[src/rtl/svm_pkg.sv]
package svm_pkg;

  // Widths and defaults.
  localparam int MV_W            = 16;
  localparam int PCT_W           = 7;
  localparam int CODE_W          = 4;
  localparam int ADC_BITS_MAX    = 12;
  localparam int ADC_BITS_DEF    = 10;
  localparam int QUEUE_DEPTH_DEF = 2;
  localparam int CFG_ADDR_W      = 3;
  localparam int CHG_W           = 4;

  // Millivolt scaling: raw * 21500 / 600 = raw * 215 / 6, done as one
  // multiplication by ceil(215 * 2^15 / 6) and a shift. The result is exact
  // for every raw value below 2^ADC_BITS_MAX.
  localparam int SCALE_SHIFT  = 15;
  localparam int SCALE_MUL    = 1174187;
  localparam int SCALE_PROD_W = ADC_BITS_MAX + 21;
  localparam int SCALE_Q_W    = SCALE_PROD_W - SCALE_SHIFT;

  // Division by 100 of a filter product (below 100 * 2^16) as a
  // multiplication by ceil(2^30 / 100) and a shift.
  localparam int PROD_W       = MV_W + PCT_W;
  localparam int DIV100_SHIFT = 30;
  localparam int DIV100_MUL   = 10737419;
  localparam int DIV100_M_W   = 24;
  localparam int DIV100_P_W   = PROD_W + DIV100_M_W;

  localparam logic [PCT_W-1:0] PCT_FULL     = PCT_W'(100);
  localparam logic [MV_W-1:0]  FILTER_RESET = MV_W'(22300);
  localparam logic [MV_W-1:0]  MV_MAX       = '1;

  // Configuration register indexes.
  localparam logic [CFG_ADDR_W-1:0] REG_BATTERY_OFF  = 3'd0;
  localparam logic [CFG_ADDR_W-1:0] REG_BATTERY_LOW  = 3'd1;
  localparam logic [CFG_ADDR_W-1:0] REG_POWER_ON     = 3'd2;
  localparam logic [CFG_ADDR_W-1:0] REG_POWER_OFF    = 3'd3;
  localparam logic [CFG_ADDR_W-1:0] REG_RAIL_MIN     = 3'd4;
  localparam logic [CFG_ADDR_W-1:0] REG_RAIL_MAX     = 3'd5;
  localparam logic [CFG_ADDR_W-1:0] REG_ESTOP_GAP    = 3'd6;
  localparam logic [CFG_ADDR_W-1:0] REG_FILTER_PCT   = 3'd7;

  // Battery classes share their values with the message codes.
  localparam logic [1:0] BATT_OFF  = 2'd0;
  localparam logic [1:0] BATT_LOW  = 2'd1;
  localparam logic [1:0] BATT_GOOD = 2'd2;

  // Message codes.
  localparam logic [CODE_W-1:0] CODE_SUMMARY   = 4'd0;
  localparam logic [CODE_W-1:0] CODE_ESTOP_ON  = 4'd3;
  localparam logic [CODE_W-1:0] CODE_ESTOP_OFF = 4'd4;
  localparam logic [CODE_W-1:0] CODE_POWER_OK  = 4'd5;
  localparam logic [CODE_W-1:0] CODE_NO_POWER  = 4'd6;
  localparam logic [CODE_W-1:0] CODE_RAIL_OK   = 4'd7;
  localparam logic [CODE_W-1:0] CODE_RAIL_BAD  = 4'd8;

  // Change mask bit positions, in message order.
  localparam int CHG_BATT  = 0;
  localparam int CHG_ESTOP = 1;
  localparam int CHG_POWER = 2;
  localparam int CHG_RAIL  = 3;

  typedef logic [ADC_BITS_MAX-1:0] raw_t;
  typedef logic [MV_W-1:0]         mv_t;

  // One classified acquisition, handed from the front to the back.
  typedef struct packed {
    logic [CHG_W-1:0] chg;
    logic [1:0]       batt_class;
    logic             estop;
    logic             pwr_avail;
    logic             rail_ok;
    logic             relay;
    mv_t              filtered;
    mv_t              power_mv;
    mv_t              rail_mv;
  } rec_t;

  // One result word.
  typedef struct packed {
    logic              is_summary;
    logic [CODE_W-1:0] state_code;
    mv_t               filtered_mv;
    mv_t               power_mv;
    mv_t               rail_mv;
    logic              resistor_on;
    logic              battery_ok;
    logic              rail_ok;
    logic              estop_pressed;
    logic              last;
  } word_t;

  function automatic mv_t scale_mv(input raw_t raw);
    logic [SCALE_PROD_W-1:0] prod;
    logic [SCALE_Q_W-1:0]    q;
    prod = SCALE_PROD_W'(raw) * SCALE_PROD_W'(SCALE_MUL);
    q    = prod[SCALE_PROD_W-1:SCALE_SHIFT];
    return (q > SCALE_Q_W'(MV_MAX)) ? MV_MAX : q[MV_W-1:0];
  endfunction

  function automatic mv_t div100(input logic [PROD_W-1:0] x);
    logic [DIV100_P_W-1:0] prod;
    prod = DIV100_P_W'(x) * DIV100_P_W'(DIV100_MUL);
    return prod[DIV100_SHIFT +: MV_W];
  endfunction

endpackage

[src/rtl/supply_voltage_monitor_unit.sv]
// Path: an accepted word passes the input holding register, scaling, two
// filter multiply stages, filter sum, classification, queue, output register.
// Throughput: the filter loop takes one acquisition at a time and stalls in
// classification while the queue is full; the output side delivers one word
// per cycle while the receiver pops, 1 to 5 words per acquisition.
// Reset is synchronous: configuration, filter and classes return to defaults.
module supply_voltage_monitor_unit #(
  parameter int ADC_BITS    = svm_pkg::ADC_BITS_DEF,
  parameter int QUEUE_DEPTH = svm_pkg::QUEUE_DEPTH_DEF
) (
  input  logic                              clk,
  input  logic                              rst,
  input  logic                              cfg_we,
  input  logic [svm_pkg::CFG_ADDR_W-1:0]    cfg_addr,
  input  logic [svm_pkg::MV_W-1:0]          cfg_data,
  input  logic                              push,
  output logic                              full,
  input  logic [ADC_BITS-1:0]               perm_raw,
  input  logic [ADC_BITS-1:0]               power_raw,
  input  logic [ADC_BITS-1:0]               rail_raw,
  output logic                              empty,
  input  logic                              pop,
  output logic                              is_summary,
  output logic [svm_pkg::CODE_W-1:0]        state_code,
  output logic [svm_pkg::MV_W-1:0]          filtered_mv,
  output logic [svm_pkg::MV_W-1:0]          power_mv,
  output logic [svm_pkg::MV_W-1:0]          rail_mv,
  output logic                              resistor_on,
  output logic                              battery_ok,
  output logic                              rail_ok,
  output logic                              estop_pressed,
  output logic                              last
);
  import svm_pkg::*;

  logic  q_wr;
  logic  q_full;
  logic  q_rd;
  logic  q_empty;
  rec_t  q_in;
  rec_t  q_out;
  word_t word;

  svm_front #(
    .ADC_BITS (ADC_BITS)
  ) u_front (
    .clk       (clk),
    .rst       (rst),
    .cfg_we    (cfg_we),
    .cfg_addr  (cfg_addr),
    .cfg_data  (cfg_data),
    .push      (push),
    .full      (full),
    .perm_raw  (perm_raw),
    .power_raw (power_raw),
    .rail_raw  (rail_raw),
    .q_push    (q_wr),
    .q_rec     (q_in),
    .q_full    (q_full)
  );

  svm_queue #(
    .DEPTH (QUEUE_DEPTH)
  ) u_queue (
    .clk     (clk),
    .rst     (rst),
    .wr_en   (q_wr),
    .wr_data (q_in),
    .q_full  (q_full),
    .rd_en   (q_rd),
    .rd_data (q_out),
    .q_empty (q_empty)
  );

  svm_back u_back (
    .clk     (clk),
    .rst     (rst),
    .q_empty (q_empty),
    .q_head  (q_out),
    .q_pop   (q_rd),
    .empty   (empty),
    .pop     (pop),
    .word    (word)
  );

  assign is_summary    = word.is_summary;
  assign state_code    = word.state_code;
  assign filtered_mv   = word.filtered_mv;
  assign power_mv      = word.power_mv;
  assign rail_mv       = word.rail_mv;
  assign resistor_on   = word.resistor_on;
  assign battery_ok    = word.battery_ok;
  assign rail_ok       = word.rail_ok;
  assign estop_pressed = word.estop_pressed;
  assign last          = word.last;

endmodule

[src/rtl/svm_queue.sv]
module svm_queue #(
  parameter int DEPTH = 2
) (
  input  logic          clk,
  input  logic          rst,
  input  logic          wr_en,
  input  svm_pkg::rec_t wr_data,
  output logic          q_full,
  input  logic          rd_en,
  output svm_pkg::rec_t rd_data,
  output logic          q_empty
);
  import svm_pkg::*;

  localparam int PTR_W = (DEPTH > 1) ? $clog2(DEPTH) : 1;
  localparam int CNT_W = $clog2(DEPTH + 1);

  rec_t             mem [DEPTH];
  logic [PTR_W-1:0] wr_ptr;
  logic [PTR_W-1:0] rd_ptr;
  logic [CNT_W-1:0] count;
  logic             do_wr;
  logic             do_rd;

  assign q_full  = (count == CNT_W'(DEPTH));
  assign q_empty = (count == '0);
  assign do_wr   = wr_en && !q_full;
  assign do_rd   = rd_en && !q_empty;
  assign rd_data = mem[rd_ptr];

  always_ff @(posedge clk) begin
    if (rst) begin
      wr_ptr <= '0;
      rd_ptr <= '0;
      count  <= '0;
    end else begin
      if (do_wr) begin
        wr_ptr <= (wr_ptr == PTR_W'(DEPTH - 1)) ? '0 : wr_ptr + 1'b1;
      end
      if (do_rd) begin
        rd_ptr <= (rd_ptr == PTR_W'(DEPTH - 1)) ? '0 : rd_ptr + 1'b1;
      end
      if (do_wr && !do_rd) begin
        count <= count + 1'b1;
      end else if (do_rd && !do_wr) begin
        count <= count - 1'b1;
      end
    end
  end

  always_ff @(posedge clk) begin
    if (do_wr) begin
      mem[wr_ptr] <= wr_data;
    end
  end

endmodule

[src/rtl/svm_front.sv]
module svm_front #(
  parameter int ADC_BITS = svm_pkg::ADC_BITS_DEF
) (
  input  logic                           clk,
  input  logic                           rst,
  input  logic                           cfg_we,
  input  logic [svm_pkg::CFG_ADDR_W-1:0] cfg_addr,
  input  logic [svm_pkg::MV_W-1:0]       cfg_data,
  input  logic                           push,
  output logic                           full,
  input  logic [ADC_BITS-1:0]            perm_raw,
  input  logic [ADC_BITS-1:0]            power_raw,
  input  logic [ADC_BITS-1:0]            rail_raw,
  output logic                           q_push,
  output svm_pkg::rec_t                  q_rec,
  input  logic                           q_full
);
  import svm_pkg::*;

  localparam logic [1:0] PWR_UNKNOWN = 2'd0;
  localparam logic [1:0] PWR_AVAIL   = 2'd1;
  localparam logic [1:0] PWR_NONE    = 2'd2;

  typedef enum logic [4:0] {
    F_IDLE = 5'b00001,
    F_MUL  = 5'b00010,
    F_DIV  = 5'b00100,
    F_SUM  = 5'b01000,
    F_CLS  = 5'b10000
  } fstate_t;

  fstate_t state;
  fstate_t state_next;

  // Configuration.
  mv_t              battery_off_mv;
  mv_t              battery_low_mv;
  mv_t              power_on_mv;
  mv_t              power_off_mv;
  mv_t              rail_min_mv;
  mv_t              rail_max_mv;
  mv_t              estop_gap_mv;
  logic [PCT_W-1:0] filter_percent;

  // Input holding word.
  logic                hold_vld;
  logic [ADC_BITS-1:0] hold_perm;
  logic [ADC_BITS-1:0] hold_power;
  logic [ADC_BITS-1:0] hold_rail;

  // Working registers.
  mv_t               sc_perm;
  mv_t               sc_pw;
  mv_t               sc_rl;
  logic [PROD_W-1:0] prod_old;
  logic [PROD_W-1:0] prod_new;
  mv_t               q_old;
  mv_t               q_new;

  // Monitor state.
  mv_t        filtered;
  logic [1:0] batt_class;
  logic       estop_class;
  logic [1:0] pwr_class;
  logic       rail_class;
  logic       relay;

  logic             take;
  logic [PCT_W-1:0] pct;
  logic [MV_W:0]    filt_sum;
  mv_t              gap_thr;
  logic [1:0]       batt_next;
  logic             estop_next;
  logic [1:0]       pwr_next;
  logic             relay_next;
  logic             rail_next;

  assign q_push = (state == F_CLS) && !q_full;
  assign take   = hold_vld && ((state == F_IDLE) || q_push);
  assign full   = hold_vld && !take;
  assign pct    = (filter_percent > PCT_FULL) ? PCT_FULL : filter_percent;

  always_comb begin
    state_next = state;
    unique case (state)
      F_IDLE: if (take) state_next = F_MUL;
      F_MUL:  state_next = F_DIV;
      F_DIV:  state_next = F_SUM;
      F_SUM:  state_next = F_CLS;
      F_CLS: begin
        if (!q_full) begin
          state_next = take ? F_MUL : F_IDLE;
        end
      end
      default: state_next = F_IDLE;
    endcase
  end

  // Classification of the freshly filtered value and this word's readings.
  always_comb begin
    priority if (filtered < battery_off_mv) begin
      batt_next = BATT_OFF;
    end else if (filtered < battery_low_mv) begin
      batt_next = BATT_LOW;
    end else begin
      batt_next = BATT_GOOD;
    end

    // When the gap exceeds the filtered value the threshold wraps, which
    // the first term catches.
    gap_thr    = filtered - estop_gap_mv;
    estop_next = (filtered < estop_gap_mv) || (sc_pw < gap_thr);

    pwr_next   = pwr_class;
    relay_next = relay;
    priority if (sc_pw > power_on_mv) begin
      pwr_next   = PWR_AVAIL;
      relay_next = 1'b0;
    end else if (sc_pw < power_off_mv) begin
      pwr_next   = PWR_NONE;
      relay_next = 1'b1;
    end else begin
      pwr_next   = pwr_class;
      relay_next = relay;
    end

    rail_next = (sc_rl > rail_min_mv) && (sc_rl < rail_max_mv);

    q_rec.chg[CHG_BATT]  = (batt_next != batt_class);
    q_rec.chg[CHG_ESTOP] = (estop_next != estop_class);
    q_rec.chg[CHG_POWER] = (pwr_next != pwr_class);
    q_rec.chg[CHG_RAIL]  = (rail_next != rail_class);
    q_rec.batt_class     = batt_next;
    q_rec.estop          = estop_next;
    q_rec.pwr_avail      = (pwr_next == PWR_AVAIL);
    q_rec.rail_ok        = rail_next;
    q_rec.relay          = relay_next;
    q_rec.filtered       = filtered;
    q_rec.power_mv       = sc_pw;
    q_rec.rail_mv        = sc_rl;
  end

  assign filt_sum = {1'b0, q_old} + {1'b0, q_new};

  always_ff @(posedge clk) begin
    if (rst) begin
      state          <= F_IDLE;
      hold_vld       <= 1'b0;
      battery_off_mv <= MV_W'(18000);
      battery_low_mv <= MV_W'(21300);
      power_on_mv    <= MV_W'(18000);
      power_off_mv   <= MV_W'(16000);
      rail_min_mv    <= MV_W'(10000);
      rail_max_mv    <= MV_W'(14000);
      estop_gap_mv   <= MV_W'(1500);
      filter_percent <= PCT_W'(10);
      filtered       <= FILTER_RESET;
      batt_class     <= BATT_OFF;
      estop_class    <= 1'b1;
      pwr_class      <= PWR_UNKNOWN;
      rail_class     <= 1'b0;
      relay          <= 1'b1;
    end else begin
      state <= state_next;
      if (cfg_we) begin
        unique case (cfg_addr)
          REG_BATTERY_OFF: battery_off_mv <= cfg_data;
          REG_BATTERY_LOW: battery_low_mv <= cfg_data;
          REG_POWER_ON:    power_on_mv    <= cfg_data;
          REG_POWER_OFF:   power_off_mv   <= cfg_data;
          REG_RAIL_MIN:    rail_min_mv    <= cfg_data;
          REG_RAIL_MAX:    rail_max_mv    <= cfg_data;
          REG_ESTOP_GAP:   estop_gap_mv   <= cfg_data;
          REG_FILTER_PCT:  filter_percent <= cfg_data[PCT_W-1:0];
        endcase
      end
      if (push && !full) begin
        hold_vld <= 1'b1;
      end else if (take) begin
        hold_vld <= 1'b0;
      end
      if (state == F_SUM) begin
        filtered <= filt_sum[MV_W] ? MV_MAX : filt_sum[MV_W-1:0];
      end
      if (q_push) begin
        batt_class  <= batt_next;
        estop_class <= estop_next;
        pwr_class   <= pwr_next;
        rail_class  <= rail_next;
        relay       <= relay_next;
      end
    end
  end

  always_ff @(posedge clk) begin
    if (push && !full) begin
      hold_perm  <= perm_raw;
      hold_power <= power_raw;
      hold_rail  <= rail_raw;
    end
    if (take) begin
      sc_perm <= scale_mv(raw_t'(hold_perm));
      sc_pw   <= scale_mv(raw_t'(hold_power));
      sc_rl   <= scale_mv(raw_t'(hold_rail));
    end
    if (state == F_MUL) begin
      prod_old <= PROD_W'(filtered) * PROD_W'(PCT_FULL - pct);
      prod_new <= PROD_W'(sc_perm) * PROD_W'(pct);
    end
    if (state == F_DIV) begin
      q_old <= div100(prod_old);
      q_new <= div100(prod_new);
    end
  end

endmodule

[src/rtl/svm_back.sv]
module svm_back (
  input  logic           clk,
  input  logic           rst,
  input  logic           q_empty,
  input  svm_pkg::rec_t  q_head,
  output logic           q_pop,
  output logic           empty,
  input  logic           pop,
  output svm_pkg::word_t word
);
  import svm_pkg::*;

  logic [CHG_W-1:0] sent;
  logic [CHG_W-1:0] remaining;
  logic [CHG_W-1:0] pick;
  logic             out_vld;
  logic             load;
  word_t            word_next;

  assign empty     = !out_vld;
  assign load      = !q_empty && (!out_vld || pop);
  assign remaining = q_head.chg & ~sent;
  assign q_pop     = load && (remaining == '0);

  // Changes go out in order battery, stop, power, rail; the summary closes.
  always_comb begin
    pick                    = '0;
    word_next.is_summary    = 1'b0;
    word_next.last          = 1'b0;
    word_next.filtered_mv   = q_head.filtered;
    word_next.power_mv      = q_head.power_mv;
    word_next.rail_mv       = q_head.rail_mv;
    word_next.resistor_on   = q_head.relay;
    word_next.battery_ok    = (q_head.batt_class != BATT_LOW);
    word_next.rail_ok       = q_head.rail_ok;
    word_next.estop_pressed = q_head.estop;
    priority if (remaining[CHG_BATT]) begin
      pick[CHG_BATT]       = 1'b1;
      // Battery class values double as their message codes.
      word_next.state_code = CODE_W'(q_head.batt_class);
    end else if (remaining[CHG_ESTOP]) begin
      pick[CHG_ESTOP]      = 1'b1;
      word_next.state_code = q_head.estop ? CODE_ESTOP_ON : CODE_ESTOP_OFF;
    end else if (remaining[CHG_POWER]) begin
      pick[CHG_POWER]      = 1'b1;
      word_next.state_code = q_head.pwr_avail ? CODE_POWER_OK : CODE_NO_POWER;
    end else if (remaining[CHG_RAIL]) begin
      pick[CHG_RAIL]       = 1'b1;
      word_next.state_code = q_head.rail_ok ? CODE_RAIL_OK : CODE_RAIL_BAD;
    end else begin
      word_next.state_code = CODE_SUMMARY;
      word_next.is_summary = 1'b1;
      word_next.last       = 1'b1;
    end
  end

  always_ff @(posedge clk) begin
    if (rst) begin
      out_vld <= 1'b0;
      sent    <= '0;
    end else begin
      if (load) begin
        out_vld <= 1'b1;
        sent    <= q_pop ? '0 : (sent | pick);
      end else if (pop) begin
        out_vld <= 1'b0;
      end
    end
  end

  always_ff @(posedge clk) begin
    if (load) begin
      word <= word_next;
    end
  end

endmodule

[config.mk]
export PLATFORM = sky130hd
export DESIGN_NAME = supply_voltage_monitor_unit
export DESIGN_NICKNAME = d
export VERILOG_FILES = /design/src/rtl/svm_pkg.sv /design/src/rtl/supply_voltage_monitor_unit.sv /design/src/rtl/svm_queue.sv /design/src/rtl/svm_front.sv /design/src/rtl/svm_back.sv
export SDC_FILE = /design/constraint.sdc
export NUM_CORES = 2
export LEC_CHECK = 0
export BUFFER_PORTS_ARGS = -buffer_cell sky130_fd_sc_hd__buf_2
export CAP_MARGIN = 0
export CORE_MARGIN = 2
export CORE_UTILIZATION = 65
export DETAILED_ROUTE_END_ITERATION = 8
export GPL_ROUTABILITY_DRIVEN = 0
export MAX_ROUTING_LAYER = met4
export PLACE_DENSITY = 0.79
export SLEW_MARGIN = 25
export SYNTH_ARGS = -nofsm -noshare
export SYNTH_HDL_FRONTEND = slang
export SYNTH_HIERARCHICAL = 1
export SYNTH_SLANG_ARGS = --single-unit
[constraint.sdc]
create_clock -name clk -period 8.7 [get_ports clk]
set_input_delay 1.74 -clock clk [delete_from_list [all_inputs] [get_ports clk]]
set_output_delay 1.74 -clock clk [all_outputs]
set_load 0.02 [all_outputs]
==> qor.txt <==
Critical Path RT: 9.05 ns
Total of warnings raised by yosys: 6
FP Rows: 106
Max Clock Skew: 0.0533 ns
Total design power: 0.0189 W
Final Max Slew Viols: 0
Total track usage: 30.4%
Setup TNS: 0 ns
Tightest Hold Check Type: flip-flop to flip-flop
Pin count of the biggest net entering global routing: 85
Crit path DAT: 7.64 ns
Status: complete, no violations
Core area: 83,400 µm²
First-pass GRT wire length: 201 mm
Worst-Margin Slew: 1.01 ns
Crit path max fanout: 7
Netlist cell types: 81
Async SR Flop Fraction: 0%
Initial antenna violation count: 2
Crit path launch type: flip-flop
Clock Tree Buf Depth: 3
Post-Synthesis Cells: 5,189
Clk slew on worst S/H paths: 0.07 ns
CTS Hold Bufs: 0
Sequential share of the synthesized area: 23.9%
Switching power: 0.00863 W
Clock tree from TritonCTS: built
Area Growth Syn to Fin: 6.91%
TritonRoute pass-1 iters: 6
Vias in the first global route: 39,100
Clock power share: 12.6%
Setup crit end kind: flip-flop
Clock root cell: clkbuf_16
Post-CTS setup buffer count: 0
Fin nets: 7,034
Final hold vios: 0
Die W: 294 µm
Max-cap violations: 0
CTS resizes: 0
RSZ-0062 raised after global routing: false
Synthesized cell area: 54,600 µm²
Sw Ratio: 45.8%
Final period util: 83.8%
H-tree levels: 2
TritonCTS Buffers: 52
Number of I/O pins: 114
Slew headroom: 32.5%
Leakage power total: 28.5 nW
Syn_area_per_cell: 10.5 µm²
CTS Sinks: 487
Grt total ovfl: 0
Vias/cell: 5.73
Power per cell area: 323 nW/µm²
PortBufs: 113
Die Height: 294 µm
Share of cells above drive strength 1: 6.12%
Min Clock Period, post-route: 7.29 ns
HPWL after DPL: 99.3 mm
F_max: 137 MHz
DRC viols: 0
Internal: 0.0102 W
Final Setup Violations: 0
CP Class: flip-flop to flip-flop
Worst skew pair latency: 0.64 ns
Ys flop type: edfxtp_1
Comb power frac: 69.5%
Starting DRC count in detailed routing: 2,343
Avg WL per Cell: 19.1 µm
Register share of total power: 17.9%
Peak VDD IR: 0.333 mV
Initial Util: 65.4%
Final ANT Viol Nets: 0
Via count: 36,900
Die area: 86,300 µm²
Synth Register Bits: 487
Post-synth EDFFs: 329
Final wirelength: 123 mm
[power groups by stage]
stage               clock network, W  registers [W]  logic, W
global placement                   0        0.00341    0.0124
CTS                          0.00242        0.00336    0.0131
global route                 0.00251        0.00339    0.0149
detailed placement                 0        0.00341    0.0129
finish                       0.00238        0.00337    0.0131
floorplan                          0        0.00329   0.00991
[area by class of cell]
class	instances	area, µm²
timing repair buffer	138	768
clock buffer	65	1440
antenna	3	7.51
clock inverter	33	439
sequential	487	13000
multi-input combinational	3469	36900
fill	5975	25100
inverter	1169	4390
tap	1080	1350
[synth_stat cells, types with 46 or more instances]
master	n	area share, %
nand2_1	371	2.6
xnor2_1	91	1.5
nor3_1	46	0.42
a21o_1	87	1.2
clkbuf_1	55	0.38
dfxtp_1	158	5.8
nand3_1	53	0.49
xor2_1	46	0.74
a21oi_1	214	2.0
nor2_1	170	1.2
o211ai_1	46	0.63
mux2_2	58	1.2
and2_1	120	1.4
inv_1	1168	8.0
ha_1	949	22
edfxtp_1	329	18
o21ai_0	92	0.84
fa_1	714	26
[flip-flops by register name (all words and copies together), names as in the netlist, 23 cells and up, named ones only]
| name | flops |
|---|---|
| u_back/word | 57 |
| u_front/prod_new | 23 |
| u_front/prod_old | 23 |
| u_queue/mem | 116 |
[layout by cell type, fill, tap and decap left out, drive strengths merged, types with 8 or more instances in the layout]
cell and count:
a211oi 27, or3 17, clkinv 20, o21bai 11, edfxtp 329, or2 13
o22a 9, o21ai 93, buf 138, a21boi 10, xnor2 91, mux2 59
nor3 46, a311oi 9, and2 120, xor2 46, a21oi 214, fa 714
o2111ai 8, nand4 29, o211ai 46, o31ai 12, inv 1171, and3 25
clkbuf 65, nand3 54, conb 16, nand3b 9, dfxtp 158, ha 949
nor2b 45, a21o 87, nor2 170, a31oi 13, o21a 30, nand2b 37
nand2 371
[metrics by stage]
stage / utilization, % / cells / cell area [µm²] / hold slack [ns] / setup slack [ns]
detailed placement: 67.6 / 6342 / 56400 / 0.446 / 1.51
global placement: 67.6 / 6342 / 56400 / 0.442 / 1.72
floorplan: - / 5203 / 54600 / 0.436 / 2.17
global route: 69.9 / 6443 / 58300 / 0.477 / 1.09
finish: 69.9 / 6444 / 58300 / 0.456 / 1.41
CTS: 69.9 / 6440 / 58300 / 0.455 / 1.52
[critical path, stage by stage, from the launching register on]
cell and delay (ns):
edfxtp_1 0.54, fa_1 0.66, inv_1 0.08, fa_1 0.51, inv_1 0.05, fa_1 0.50
inv_1 0.06, fa_1 0.49, fa_1 0.46, fa_1 0.48, fa_1 0.49, inv_1 0.08
ha_1 0.30, nand4_1 0.19, a21oi_1 0.25, o2111ai_1 0.13, nor3b_1 0.57, o211ai_1 0.30
a211oi_1 0.52, o21a_1 0.20, nor2_1 0.06, xnor2_1 0.12
[path summary, 6_finish.rpt]
| check | from | endpoint | slack, ns | depth (start not counted) |
|---|---|---|---|---|
| max | u_front/prod_old[5] | u_front/q_old[14] | 1.41 | 21 |
| min | u_front/battery_low_mv[1] | u_front/battery_low_mv[1] | 0.46 | 2 |
| max reg2reg | u_front/prod_old[5] | u_front/q_old[14] | 1.41 | 21 |
| min reg2reg | u_front/battery_low_mv[1] | u_front/battery_low_mv[1] | 0.46 | 2 |
[routing by layer]
metal,part of all wire (%),wire length [µm],up-vias,GRT usage [%]
li1,-,-,17200,-
met1,41,50000,18200,37.6
met2,50,61300,1212,52.1
met3,5.9,7300,292,3.85
met4,3.7,4530,0,10.1
met5,0,0,-,-
[cells by family (layout without fill, tap and decap cells)]
group | after synthesis | count (layout) | synth area share (%)
muxes | 64 | 64 | 1.31
xor gates and xnor gates | 137 | 137 | 2.20
buffers and inverters | 1247 | 1405 | 8.66
other | 2 | 19 | 0.0138
AOI/OAI and AO/OA | 625 | 625 | 7.41
and+or+nand+nor | 964 | 964 | 8.54
DFF | 487 | 487 | 23.9
adders and majority gates | 1663 | 1663 | 48.0
Note: power is estimated with default switching activity, not from simulation.
